==> src/rtl/lbf_pkg.sv <==
// Shared types, codes and constants of the LED blink and fade controller.
`timescale 1ns / 1ps
`default_nettype none
package lbf_pkg;

    localparam int NUM_LEDS_DEF  = 8;
    localparam int TIME_BITS_DEF = 24;
    localparam int QUEUE_DEPTH   = 2;

    localparam logic [7:0]  BLINK_FOREVER = 8'hFF;
    localparam logic [31:0] FADE_EPS      = 32'd16777;
    localparam logic [15:0] FULL_SCALE    = 16'd25600;

    localparam logic [2:0] KIND_TICK         = 3'd0;
    localparam logic [2:0] KIND_SET          = 3'd1;
    localparam logic [2:0] KIND_TOGGLE       = 3'd2;
    localparam logic [2:0] KIND_BLINK        = 3'd3;
    localparam logic [2:0] KIND_SMOOTH_SET   = 3'd4;
    localparam logic [2:0] KIND_SMOOTH_BLINK = 3'd5;
    localparam logic [2:0] KIND_QUERY        = 3'd6;
    localparam logic [2:0] KIND_UNUSED       = 3'd7;

    localparam logic [2:0] REG_DUTY_HIGH      = 3'd0;
    localparam logic [2:0] REG_DUTY_LOW       = 3'd1;
    localparam logic [2:0] REG_FADE_IN_ACCEL  = 3'd2;
    localparam logic [2:0] REG_FADE_OUT_ACCEL = 3'd3;
    localparam logic [2:0] REG_FADE_OUT_TICKS = 3'd4;
    localparam logic [2:0] REG_ACTIVE_LOW     = 3'd5;
    localparam logic [2:0] REG_DRIVE_GPIO     = 3'd6;

    typedef enum logic [2:0] {
        MODE_NORMAL     = 3'd0,
        MODE_FADE_IN    = 3'd1,
        MODE_FADE_OUT   = 3'd2,
        MODE_BLINK      = 3'd4,
        MODE_FADE_BLINK = 3'd5
    } mode_t;

    typedef enum logic [2:0] {
        OP_TICK,
        OP_SET,
        OP_TOGGLE,
        OP_BLINK,
        OP_SMOOTH_SET,
        OP_SMOOTH_BLINK,
        OP_QUERY,
        OP_BAD_KIND
    } op_t;

    typedef struct packed {
        op_t         op;
        logic        bad_index;
        logic        timing_ok;
        logic [2:0]  led_index;
        logic        turn_on;
        logic [15:0] on_ticks;
        logic [15:0] period_ticks;
        logic [7:0]  blink_count;
    } cmd_t;

    typedef struct packed {
        logic [14:0] duty_high;
        logic [14:0] duty_low;
        logic [31:0] fade_in_accel;
        logic [31:0] fade_out_accel;
        logic [15:0] fade_out_ticks;
        logic        active_low;
        logic        drive_gpio;
    } cfg_t;

endpackage
`default_nettype wire

==> src/rtl/lbf_front.sv <==
// Front end: decodes and classifies incoming beats into queued commands.
`timescale 1ns / 1ps
`default_nettype none
module lbf_front #(
    parameter int NUM_LEDS = lbf_pkg::NUM_LEDS_DEF
) (
    input  wire logic [2:0]  kind,
    input  wire logic [47:0] data,
    output lbf_pkg::cmd_t    cmd
);
    import lbf_pkg::*;

    always_comb
    begin
        cmd.led_index    = data[2:0];
        cmd.turn_on      = data[3];
        cmd.on_ticks     = data[19:4];
        cmd.period_ticks = data[35:20];
        cmd.blink_count  = data[43:36];
        cmd.bad_index    = (32'(data[2:0]) >= 32'(NUM_LEDS));
        cmd.timing_ok    = (data[19:4] < data[35:20]);
        case (kind)
            KIND_TICK:         cmd.op = OP_TICK;
            KIND_SET:          cmd.op = OP_SET;
            KIND_TOGGLE:       cmd.op = OP_TOGGLE;
            KIND_BLINK:        cmd.op = OP_BLINK;
            KIND_SMOOTH_SET:   cmd.op = OP_SMOOTH_SET;
            KIND_SMOOTH_BLINK: cmd.op = OP_SMOOTH_BLINK;
            KIND_QUERY:        cmd.op = OP_QUERY;
            default:           cmd.op = OP_BAD_KIND;
        endcase
    end

endmodule
`default_nettype wire

==> config.mk <==
export PLATFORM = sky130hd
export DESIGN_NAME = lbf_front
export DESIGN_NICKNAME = d
export VERILOG_FILES = /design/src/rtl/lbf_pkg.sv /design/src/rtl/lbf_front.sv
export SDC_FILE = /design/constraint.sdc
export NUM_CORES = 1
export LEC_CHECK = 0
export BUFFER_PORTS_ARGS = -buffer_cell sky130_fd_sc_hd__buf_2
export CORE_MARGIN = 2
export CORE_UTILIZATION = 35
export DETAILED_ROUTE_END_ITERATION = 16
export PLACE_DENSITY_LB_ADDON = 0.15
export SLEW_MARGIN = 20
export SYNTH_ARGS = -nofsm -noshare
export SYNTH_HDL_FRONTEND = slang
export SYNTH_SLANG_ARGS = --single-unit
==> constraint.sdc <==
create_clock -name vclk -period 2
set_input_delay 0.1 -clock vclk [all_inputs]
set_output_delay 0.1 -clock vclk [all_outputs]
set_load 0.01 [all_outputs]
==> flow_summary.json <==
{
  "arrival_ps": 1400,
  "final_antenna_net_count": 0,
  "grt_pass1_vias": 491,
  "drt-total-wl_um": 1230,
  "dp_slack_ps": 493,
  "multi_input_area_um2": 315,
  "fillers": 228,
  "max_freq_mhz": 666,
  "dieArea_um2": 2460,
  "hp-start": "data[39]",
  "drv_cap": 0,
  "cp-start-kind": "primary input",
  "drc": 0,
  "start_util_pct": 37.1,
  "fp.dieW_um": 49.6,
  "outcome": "finished clean",
  "power.leakage_uw": 0.000522,
  "grt-ovfl-total": 0,
  "criticalPathCategory": "in2out",
  "gp_congestion": 0.710,
  "hpwl_um": 1210,
  "drt_iter0_drc": 7,
  "path_max_fanout": 2,
  "syn_inst": 101,
  "io_pins": 100,
  "hold_buffers": 0,
  "required_ps": 1900,
  "synthesis.nets": 167,
  "layout_min_cycle_time_ps": 1500,
  "crit_path_end_kind": "output pin",
  "yosys.cell_types.count": 18,
  "slew_viol_final": 0,
  "rsz0062_at_grt": "false",
  "core-area_um2": 1960,
  "die_y_um": 49.6,
  "post-cts-setup-buffers": 0,
  "fin_tns_setup_ps": 0,
  "final_common_cell": "buf_2",
  "num_antenna_cells": 0,
  "vdd_drop_max_mv": 0.0780,
  "nets": 186,
  "min_path_type": "in2out",
  "finalSetupViolations": 0,
  "antenna_found_initial": 0,
  "power.density_nw_per_um2": 208,
  "cts_repair_resize_count": 0,
  "vias_per_cell": 4.06,
  "via_count": 589,
  "fin_crit_sh_pct": 75.1,
  "setup.worst_path.start": "data[17]",
  "wl_per_cell_um": 8.50,
  "io_buffers": 65,
  "finalHoldViolCount": 0,
  "crit_end": "cmd[44]",
  "p_total_uw": 153,
  "std_cell_rows": 16,
  "seq_cell_count": 0,
  "postSynthAreaPerCell_um2": 7.21,
  "netlist_area_um2": 728,
  "fin_ws_ps": 498,
  "ys_seq_area_share_pct": 0,
  "grt_use_total_pct": 8.96,
  "grt_max_degree": 4,
  "seq_area_um2": 0,
  "drtPass1Iterations": 3,
  "layout_common_cells": "buf_2 (65), inv_1 (17), ha_1 (15), a21o_1 (3), a21oi_1 (3)",
  "grt_pass1_wl_um": 1890,
  "clock_buffer_count": 0,
  "yosysWarnings": 0,
  "drive_above_1_share_pct": 55.1,
  "area_delta_synth_final_pct": 1.37
}
## through the flow
| step | util (%) | cells | hold WS (ps) | instance area, um2 |
|---|---|---|---|---|
| floorplan | - | 101 | 292 | 728 |
| global placement | 37.6 | 145 | 200 | 738 |
| detailed placement | 37.6 | 145 | 200 | 738 |
| CTS | 37.6 | 145 | 200 | 738 |
| global route | 37.6 | 145 | 200 | 738 |
| finish | 37.6 | 145 | 200 | 738 |
## worst min path at each step
stage	end	slack (ps)	cells past startpoint
2_1_floorplan	cmd[0]	290	1
3_5_place_dp	cmd[43]	200	0
4_1_cts	cmd[43]	200	0
3_3_place_gp	cmd[43]	200	0
6_report	cmd[3]	200	0
5_1_grt	cmd[40]	200	0
## layer usage
layer / wire, um / share of wire [%] / track usage, %
met5: 0 / 0 / 0
met4: 6 / 0.49 / 1.85
met3: 168 / 14 / 1.52
met2: 574 / 47 / 15.1
met1: 483 / 39 / 11.9
## layout make-up
class | instances | share of cell area [%]
inverter | 17 | 8.64
multi-input combinational | 36 | 42.7
tap | 27 | 4.58
timing repair buffer | 65 | 44.1
## critical path: stages
cell and delay, ps:
buf_2 100, ha_1 300, a21o_1 160, a21o_1 170
a221o_1 330, a21oi_1 100, buf_2 140
## report_power, final
part	total, uW	switching (uW)	internal, uW	leakage, uW
Combinational	153	76.8	76.6	0.000522
Sequential	0	0	0	0
Clock	0	0	0	0
Total	153	76.8	76.6	0.000522
## logic make-up (layout without fill, tap and decap cells)
kind of cell / Yosys count / after routing / share of synthesized area, %
other: 1 / 1 / 0.515
adders and majority gates: 15 / 15 / 25.8
buffers and inverters: 65 / 82 / 56.7
and+or+nand+nor: 8 / 8 / 5.67
AOI/OAI and AO/OA: 12 / 12 / 11.3
## Yosys cell counts, drive strengths merged
master   number  area [um2]
buf          45         338
inv          17        63.8
ha           15         188
a21o          3        22.5
a21oi         3        15.0
clkbuf        3        11.3
nand2         2        7.51
nand4         2        12.5
o21ai         2        10.0
a2111oi       1        8.76
a221o         1        10.0
and3          1        6.26
conb          1        3.75
nand2b        1        6.26
nor2          1        3.75
nor3          1        5.00
o21a          1        7.51
o311ai        1        8.76
No activity file was read; power rests on OpenSTA's default activity.
