<file path="src/rtl/lbf_pkg.sv">
// Shared types, codes and constants of the LED blink and fade controller.
`timescale 1ns / 1ps
`default_nettype none
package lbf_pkg;

    localparam int NUM_LEDS_DEF  = 8;
    localparam int TIME_BITS_DEF = 24;
    localparam int QUEUE_DEPTH   = 2;

    localparam logic [7:0]  BLINK_FOREVER = 8'hFF;
    localparam logic [31:0] FADE_EPS      = 32'd16777;
    localparam logic [15:0] FULL_SCALE    = 16'd25600;

    localparam logic [2:0] KIND_TICK         = 3'd0;
    localparam logic [2:0] KIND_SET          = 3'd1;
    localparam logic [2:0] KIND_TOGGLE       = 3'd2;
    localparam logic [2:0] KIND_BLINK        = 3'd3;
    localparam logic [2:0] KIND_SMOOTH_SET   = 3'd4;
    localparam logic [2:0] KIND_SMOOTH_BLINK = 3'd5;
    localparam logic [2:0] KIND_QUERY        = 3'd6;
    localparam logic [2:0] KIND_UNUSED       = 3'd7;

    localparam logic [2:0] REG_DUTY_HIGH      = 3'd0;
    localparam logic [2:0] REG_DUTY_LOW       = 3'd1;
    localparam logic [2:0] REG_FADE_IN_ACCEL  = 3'd2;
    localparam logic [2:0] REG_FADE_OUT_ACCEL = 3'd3;
    localparam logic [2:0] REG_FADE_OUT_TICKS = 3'd4;
    localparam logic [2:0] REG_ACTIVE_LOW     = 3'd5;
    localparam logic [2:0] REG_DRIVE_GPIO     = 3'd6;

    typedef enum logic [2:0] {
        MODE_NORMAL     = 3'd0,
        MODE_FADE_IN    = 3'd1,
        MODE_FADE_OUT   = 3'd2,
        MODE_BLINK      = 3'd4,
        MODE_FADE_BLINK = 3'd5
    } mode_t;

    typedef enum logic [2:0] {
        OP_TICK,
        OP_SET,
        OP_TOGGLE,
        OP_BLINK,
        OP_SMOOTH_SET,
        OP_SMOOTH_BLINK,
        OP_QUERY,
        OP_BAD_KIND
    } op_t;

    typedef struct packed {
        op_t         op;
        logic        bad_index;
        logic        timing_ok;
        logic [2:0]  led_index;
        logic        turn_on;
        logic [15:0] on_ticks;
        logic [15:0] period_ticks;
        logic [7:0]  blink_count;
    } cmd_t;

    typedef struct packed {
        logic [14:0] duty_high;
        logic [14:0] duty_low;
        logic [31:0] fade_in_accel;
        logic [31:0] fade_out_accel;
        logic [15:0] fade_out_ticks;
        logic        active_low;
        logic        drive_gpio;
    } cfg_t;

endpackage
`default_nettype wire

</file>
<file path="src/rtl/lbf_queue.sv">
// Short command queue between the front end and the channel engine.
`timescale 1ns / 1ps
`default_nettype none
module lbf_queue (
    input  wire logic          clk,
    input  wire logic          rst_n,
    input  wire logic          push,
    input  lbf_pkg::cmd_t      push_data,
    output logic               full,
    input  wire logic          pop,
    output logic               not_empty,
    output lbf_pkg::cmd_t      pop_data
);
    import lbf_pkg::*;

    localparam int PW = (QUEUE_DEPTH > 1) ? $clog2(QUEUE_DEPTH) : 1;

    cmd_t           mem_reg [QUEUE_DEPTH];
    logic [PW-1:0]  wr_ptr_reg;
    logic [PW-1:0]  rd_ptr_reg;
    logic [PW:0]    count_reg;

    assign full      = (count_reg == (PW + 1)'(QUEUE_DEPTH));
    assign not_empty = (count_reg != '0);
    assign pop_data  = mem_reg[rd_ptr_reg];

    always_ff @(posedge clk)
    begin
        if (push)
        begin
            mem_reg[wr_ptr_reg] <= push_data;
        end
    end

    always_ff @(posedge clk or negedge rst_n)
    begin
        if (!rst_n)
        begin
            wr_ptr_reg <= '0;
            rd_ptr_reg <= '0;
            count_reg  <= '0;
        end
        else
        begin
            if (push)
            begin
                wr_ptr_reg <= (wr_ptr_reg == PW'(QUEUE_DEPTH - 1)) ? '0 : wr_ptr_reg + 1'b1;
            end
            if (pop)
            begin
                rd_ptr_reg <= (rd_ptr_reg == PW'(QUEUE_DEPTH - 1)) ? '0 : rd_ptr_reg + 1'b1;
            end
            if (push && !pop)
            begin
                count_reg <= count_reg + 1'b1;
            end
            else if (pop && !push)
            begin
                count_reg <= count_reg - 1'b1;
            end
        end
    end

endmodule
`default_nettype wire

</file>
<file path="config.mk">
export PLATFORM = sky130hd
export DESIGN_NAME = lbf_queue
export DESIGN_NICKNAME = d
export VERILOG_FILES = /design/src/rtl/lbf_pkg.sv /design/src/rtl/lbf_queue.sv
export SDC_FILE = /design/constraint.sdc
export NUM_CORES = 1
export LEC_CHECK = 0
export ABC_AREA = 1
export BUFFER_PORTS_ARGS = -buffer_cell sky130_fd_sc_hd__buf_2
export CAP_MARGIN = 15
export CORE_MARGIN = 2
export CORE_UTILIZATION = 56
export DETAILED_ROUTE_END_ITERATION = 10
export HOLD_SLACK_MARGIN = 0.15
export PLACE_DENSITY_LB_ADDON = 0.12
export SKIP_CTS_REPAIR_TIMING = 1
export SYNTH_ARGS = -nofsm -noshare
export SYNTH_HDL_FRONTEND = slang
export SYNTH_SLANG_ARGS = --single-unit
</file>
<file path="constraint.sdc">
create_clock -name clk -period 6.75 [get_ports clk]
set_clock_uncertainty 0.1 [all_clocks]
set_input_delay 2.025 -clock clk [delete_from_list [all_inputs] [get_ports clk]]
set_output_delay 2.025 -clock clk [all_outputs]
set_load 0.005 [all_outputs]
</file>
==> results.yml <==
status:
  run_status: "finished clean"
logic_synthesis:
  netlist_top_cells_count: "edfxtp_1 (98), mux2_4 (49), inv_1 (7)"
  yosys.area.top_type_share_pct: 73.6
  synth-compound-area-share_pct: 0
  synth.yosys.seq_area_share_pct: 76.1
  synth_flop_cell: "edfxtp_1"
  netlist-cell-type-count: 13
  synth_seq_cells: 102
  async_flop_share_pct: 3.92
  synth_top_cell_by_area: "edfxtp_1"
  synth.avg_cell_area_sq_um: 22.5
  main_area_contributors_after_synthesis: "edfxtp_1 (74%), mux2_4 (18%), buf_12 (2.5%), dfrtp_1 (2.5%), inv_1 (0.66%)"
  synthesis.area_sq_um: 4000
  yosys.cell_count.top_type: "edfxtp_1"
  muxShareOfSynthArea_pct: 18.4
  synth_simple_gate_area_share_pct: 1.03
  postSynthNetCount: 232
  synth_enable_flop_cells: 98
  synth_xor_xnor_area_share_pct: 0.657
  ys_warn_count: 0
  synth_top_family_by_area: "multiplexers"
  synth_adder_area_share_pct: 0.313
  synth_cells: 178
timing:
  hold_slack_ps: 384
  min_period_over_period_pct: 60.0
  maxSlewHeadroom_pct: 28.3
  final_period_minus_worst_setup_slack_ps: 4050
  setup-violations-final: 0
  fin_hold_viols: 0
  maxClockFrequency_ghz: 0.247
  final.setup.worst_slack_ps: 2700
  slew_viol_final: 0
  transition_at_the_pin_with_the_smallest_max_transition_slack_ps: 1080
  unrepaired_setup_endpoints_after_global_routing: "false"
  tns_ps: 0
floorplanning:
  core_region_area_sq_um: 6830
  boundaryPins: 104
  placement_rows: 30
  die_w_microns: 88.5
  dieArea_sq_um: 7830
  initial_core_util_pct: 58.5
  fp.dieH_microns: 88.5
power_and_ir_drop:
  finalPower_mw: 1.78
  power_density_nw_per_um2: 379
  vdd.ir_drop.worst_v: 0.000266
  leakagePower_nw: 1.94
worst_setup_path:
  required_ps: 4620
  r2r-start: "wr_ptr_reg"
  crit_arrival_ps: 1920
  setup.reg_to_reg.worst_slack_ps: 4900
  critical_path_launch_point_type: "flop"
  r2r.worst_path.cells: 2
  endpoint_of_the_lowest_slack_register_to_register_path: "mem_reg[0][39]"
  path_max_fanout: 50
  critical_path.endpoint_type: "output port"
  critPathKind: "reg2out"
cells_and_area:
  layout.core_utilization_pct: 68.9
  antenna_cells: 0
  largest_register_ffs: 98
  flow.area_growth_from_synthesis_pct: 17.7
  final_design_area_no_fill_sq_um: 4700
  final_cell_count_no_fill: 388
  finalNetCount: 341
  fillCellCount: 497
  proportion_of_layout_cells_with_a_drive_suffix_above_1_pct: 58.2
global_route:
  globalRouteOverflowTotal: 0
  grt_max_degree: 51
  grt_pass1_vias: 1875
  global_route.usage.total_pct: 15.8
  antenna_violations_before_repair: 0
  grt_pass1_wl_mm: 8.95
worst_hold_path:
  worst_hold_path.endpoint: "count_reg[1]"
  worst_hold_path_type: "reg2reg"
  worstHoldStart: "count_reg[1]"
  whs_path_depth: 2
drt:
  postRouteAntennaNets: 0
  wire_length_reported_by_the_detailed_router_mm: 5.93
  wl_per_cell_microns: 15.3
  drt-vias-per-instance: 4.89
  initialDrtViolationCount: 173
  post-route-drc-count: 0
  via_count: 1899
  drt_pre_antenna_iters: 4
place:
  gpl.final_weighted_congestion: 0.696
  port-buffer-count: 103
  place_hpwl_mm: 3.80
  place_worst_setup_slack_ps: 3070
  detailed_place.area_sq_um: 4540
  dp_cells: 372
flow_run:
  maxCapViolCount: 0
clocking:
  cts_inserted_buffers: 9
  cts.root.buffer_cell: "clkbuf_8"
  clock_path_buffers: 2
  cts_tree: "yes"
  clock_sinks: 102
  cts.htree.levels: 3
  worst_setup_hold_path_clk_slew_ps: 90
  worst_skew_pair.late_latency_ps: 340
-- critical path, cell delays in order (launching register included) --
cell and delay [ps]:
dfrtp_4 1050, mux2_4 360, buf_2 130
-- cell usage in the layout, fill, tap and decap left out, types with 2 or more instances in the layout --
cell / count
nand2_1: 6
xor2_1: 2
dfrtp_1: 3
mux2_4: 49
edfxtp_1: 98
clkbuf_8: 9
buf_2: 103
clkinv_2: 2
inv_1: 6
clkinv_1: 2
clkinvlp_4: 2
-- cell families after synthesis --
logic type | Yosys count
xor gates and xnor gates | 3
muxes | 49
and+or+nand+nor | 10
buffers and inverters | 13
DFF | 102
adders and majority gates | 1
-- worst max-delay path by stage --
stage                         end  cells past startpoint  startpoint  slack (ps)
global placement     pop_data[43]                      2  rd_ptr_reg        3070
finish               pop_data[32]                      2  rd_ptr_reg        2700
detailed placement   pop_data[43]                      2  rd_ptr_reg        3070
global route         pop_data[48]                      2  rd_ptr_reg        2610
CTS                  pop_data[43]                      2  rd_ptr_reg        2670
floorplan           mem_reg[0][0]                      2        push        2070
-- routing by layer --
layer,track usage [%],part of all wire [%],vias up
met4,5.37,1.0,0
met2,25.4,49,62
met3,6.06,7.4,6
met5,0,0,-
met1,19.9,42,928
li1,-,-,903
-- final cells by class --
| class | count | area [sq um] | area share [%] |
|---|---|---|---|
| tap | 96 | 120 | 2.55 |
| timing repair buffer | 104 | 523 | 11.1 |
| clock inverter | 7 | 41.3 | 0.878 |
| multi-input combinational | 63 | 823 | 17.5 |
| inverter | 7 | 26.3 | 0.559 |
| clock buffer | 9 | 124 | 2.63 |
| sequential | 102 | 3050 | 64.8 |
-- where the power goes --
part           leakage, nW  internal, mW  switching (mW)
clock network       0.0801         0.131           0.194
logic                0.890         0.322           0.180
registers            0.966         0.842           0.114
total                 1.94          1.30           0.488
Power figures use the tool's default switching activity.
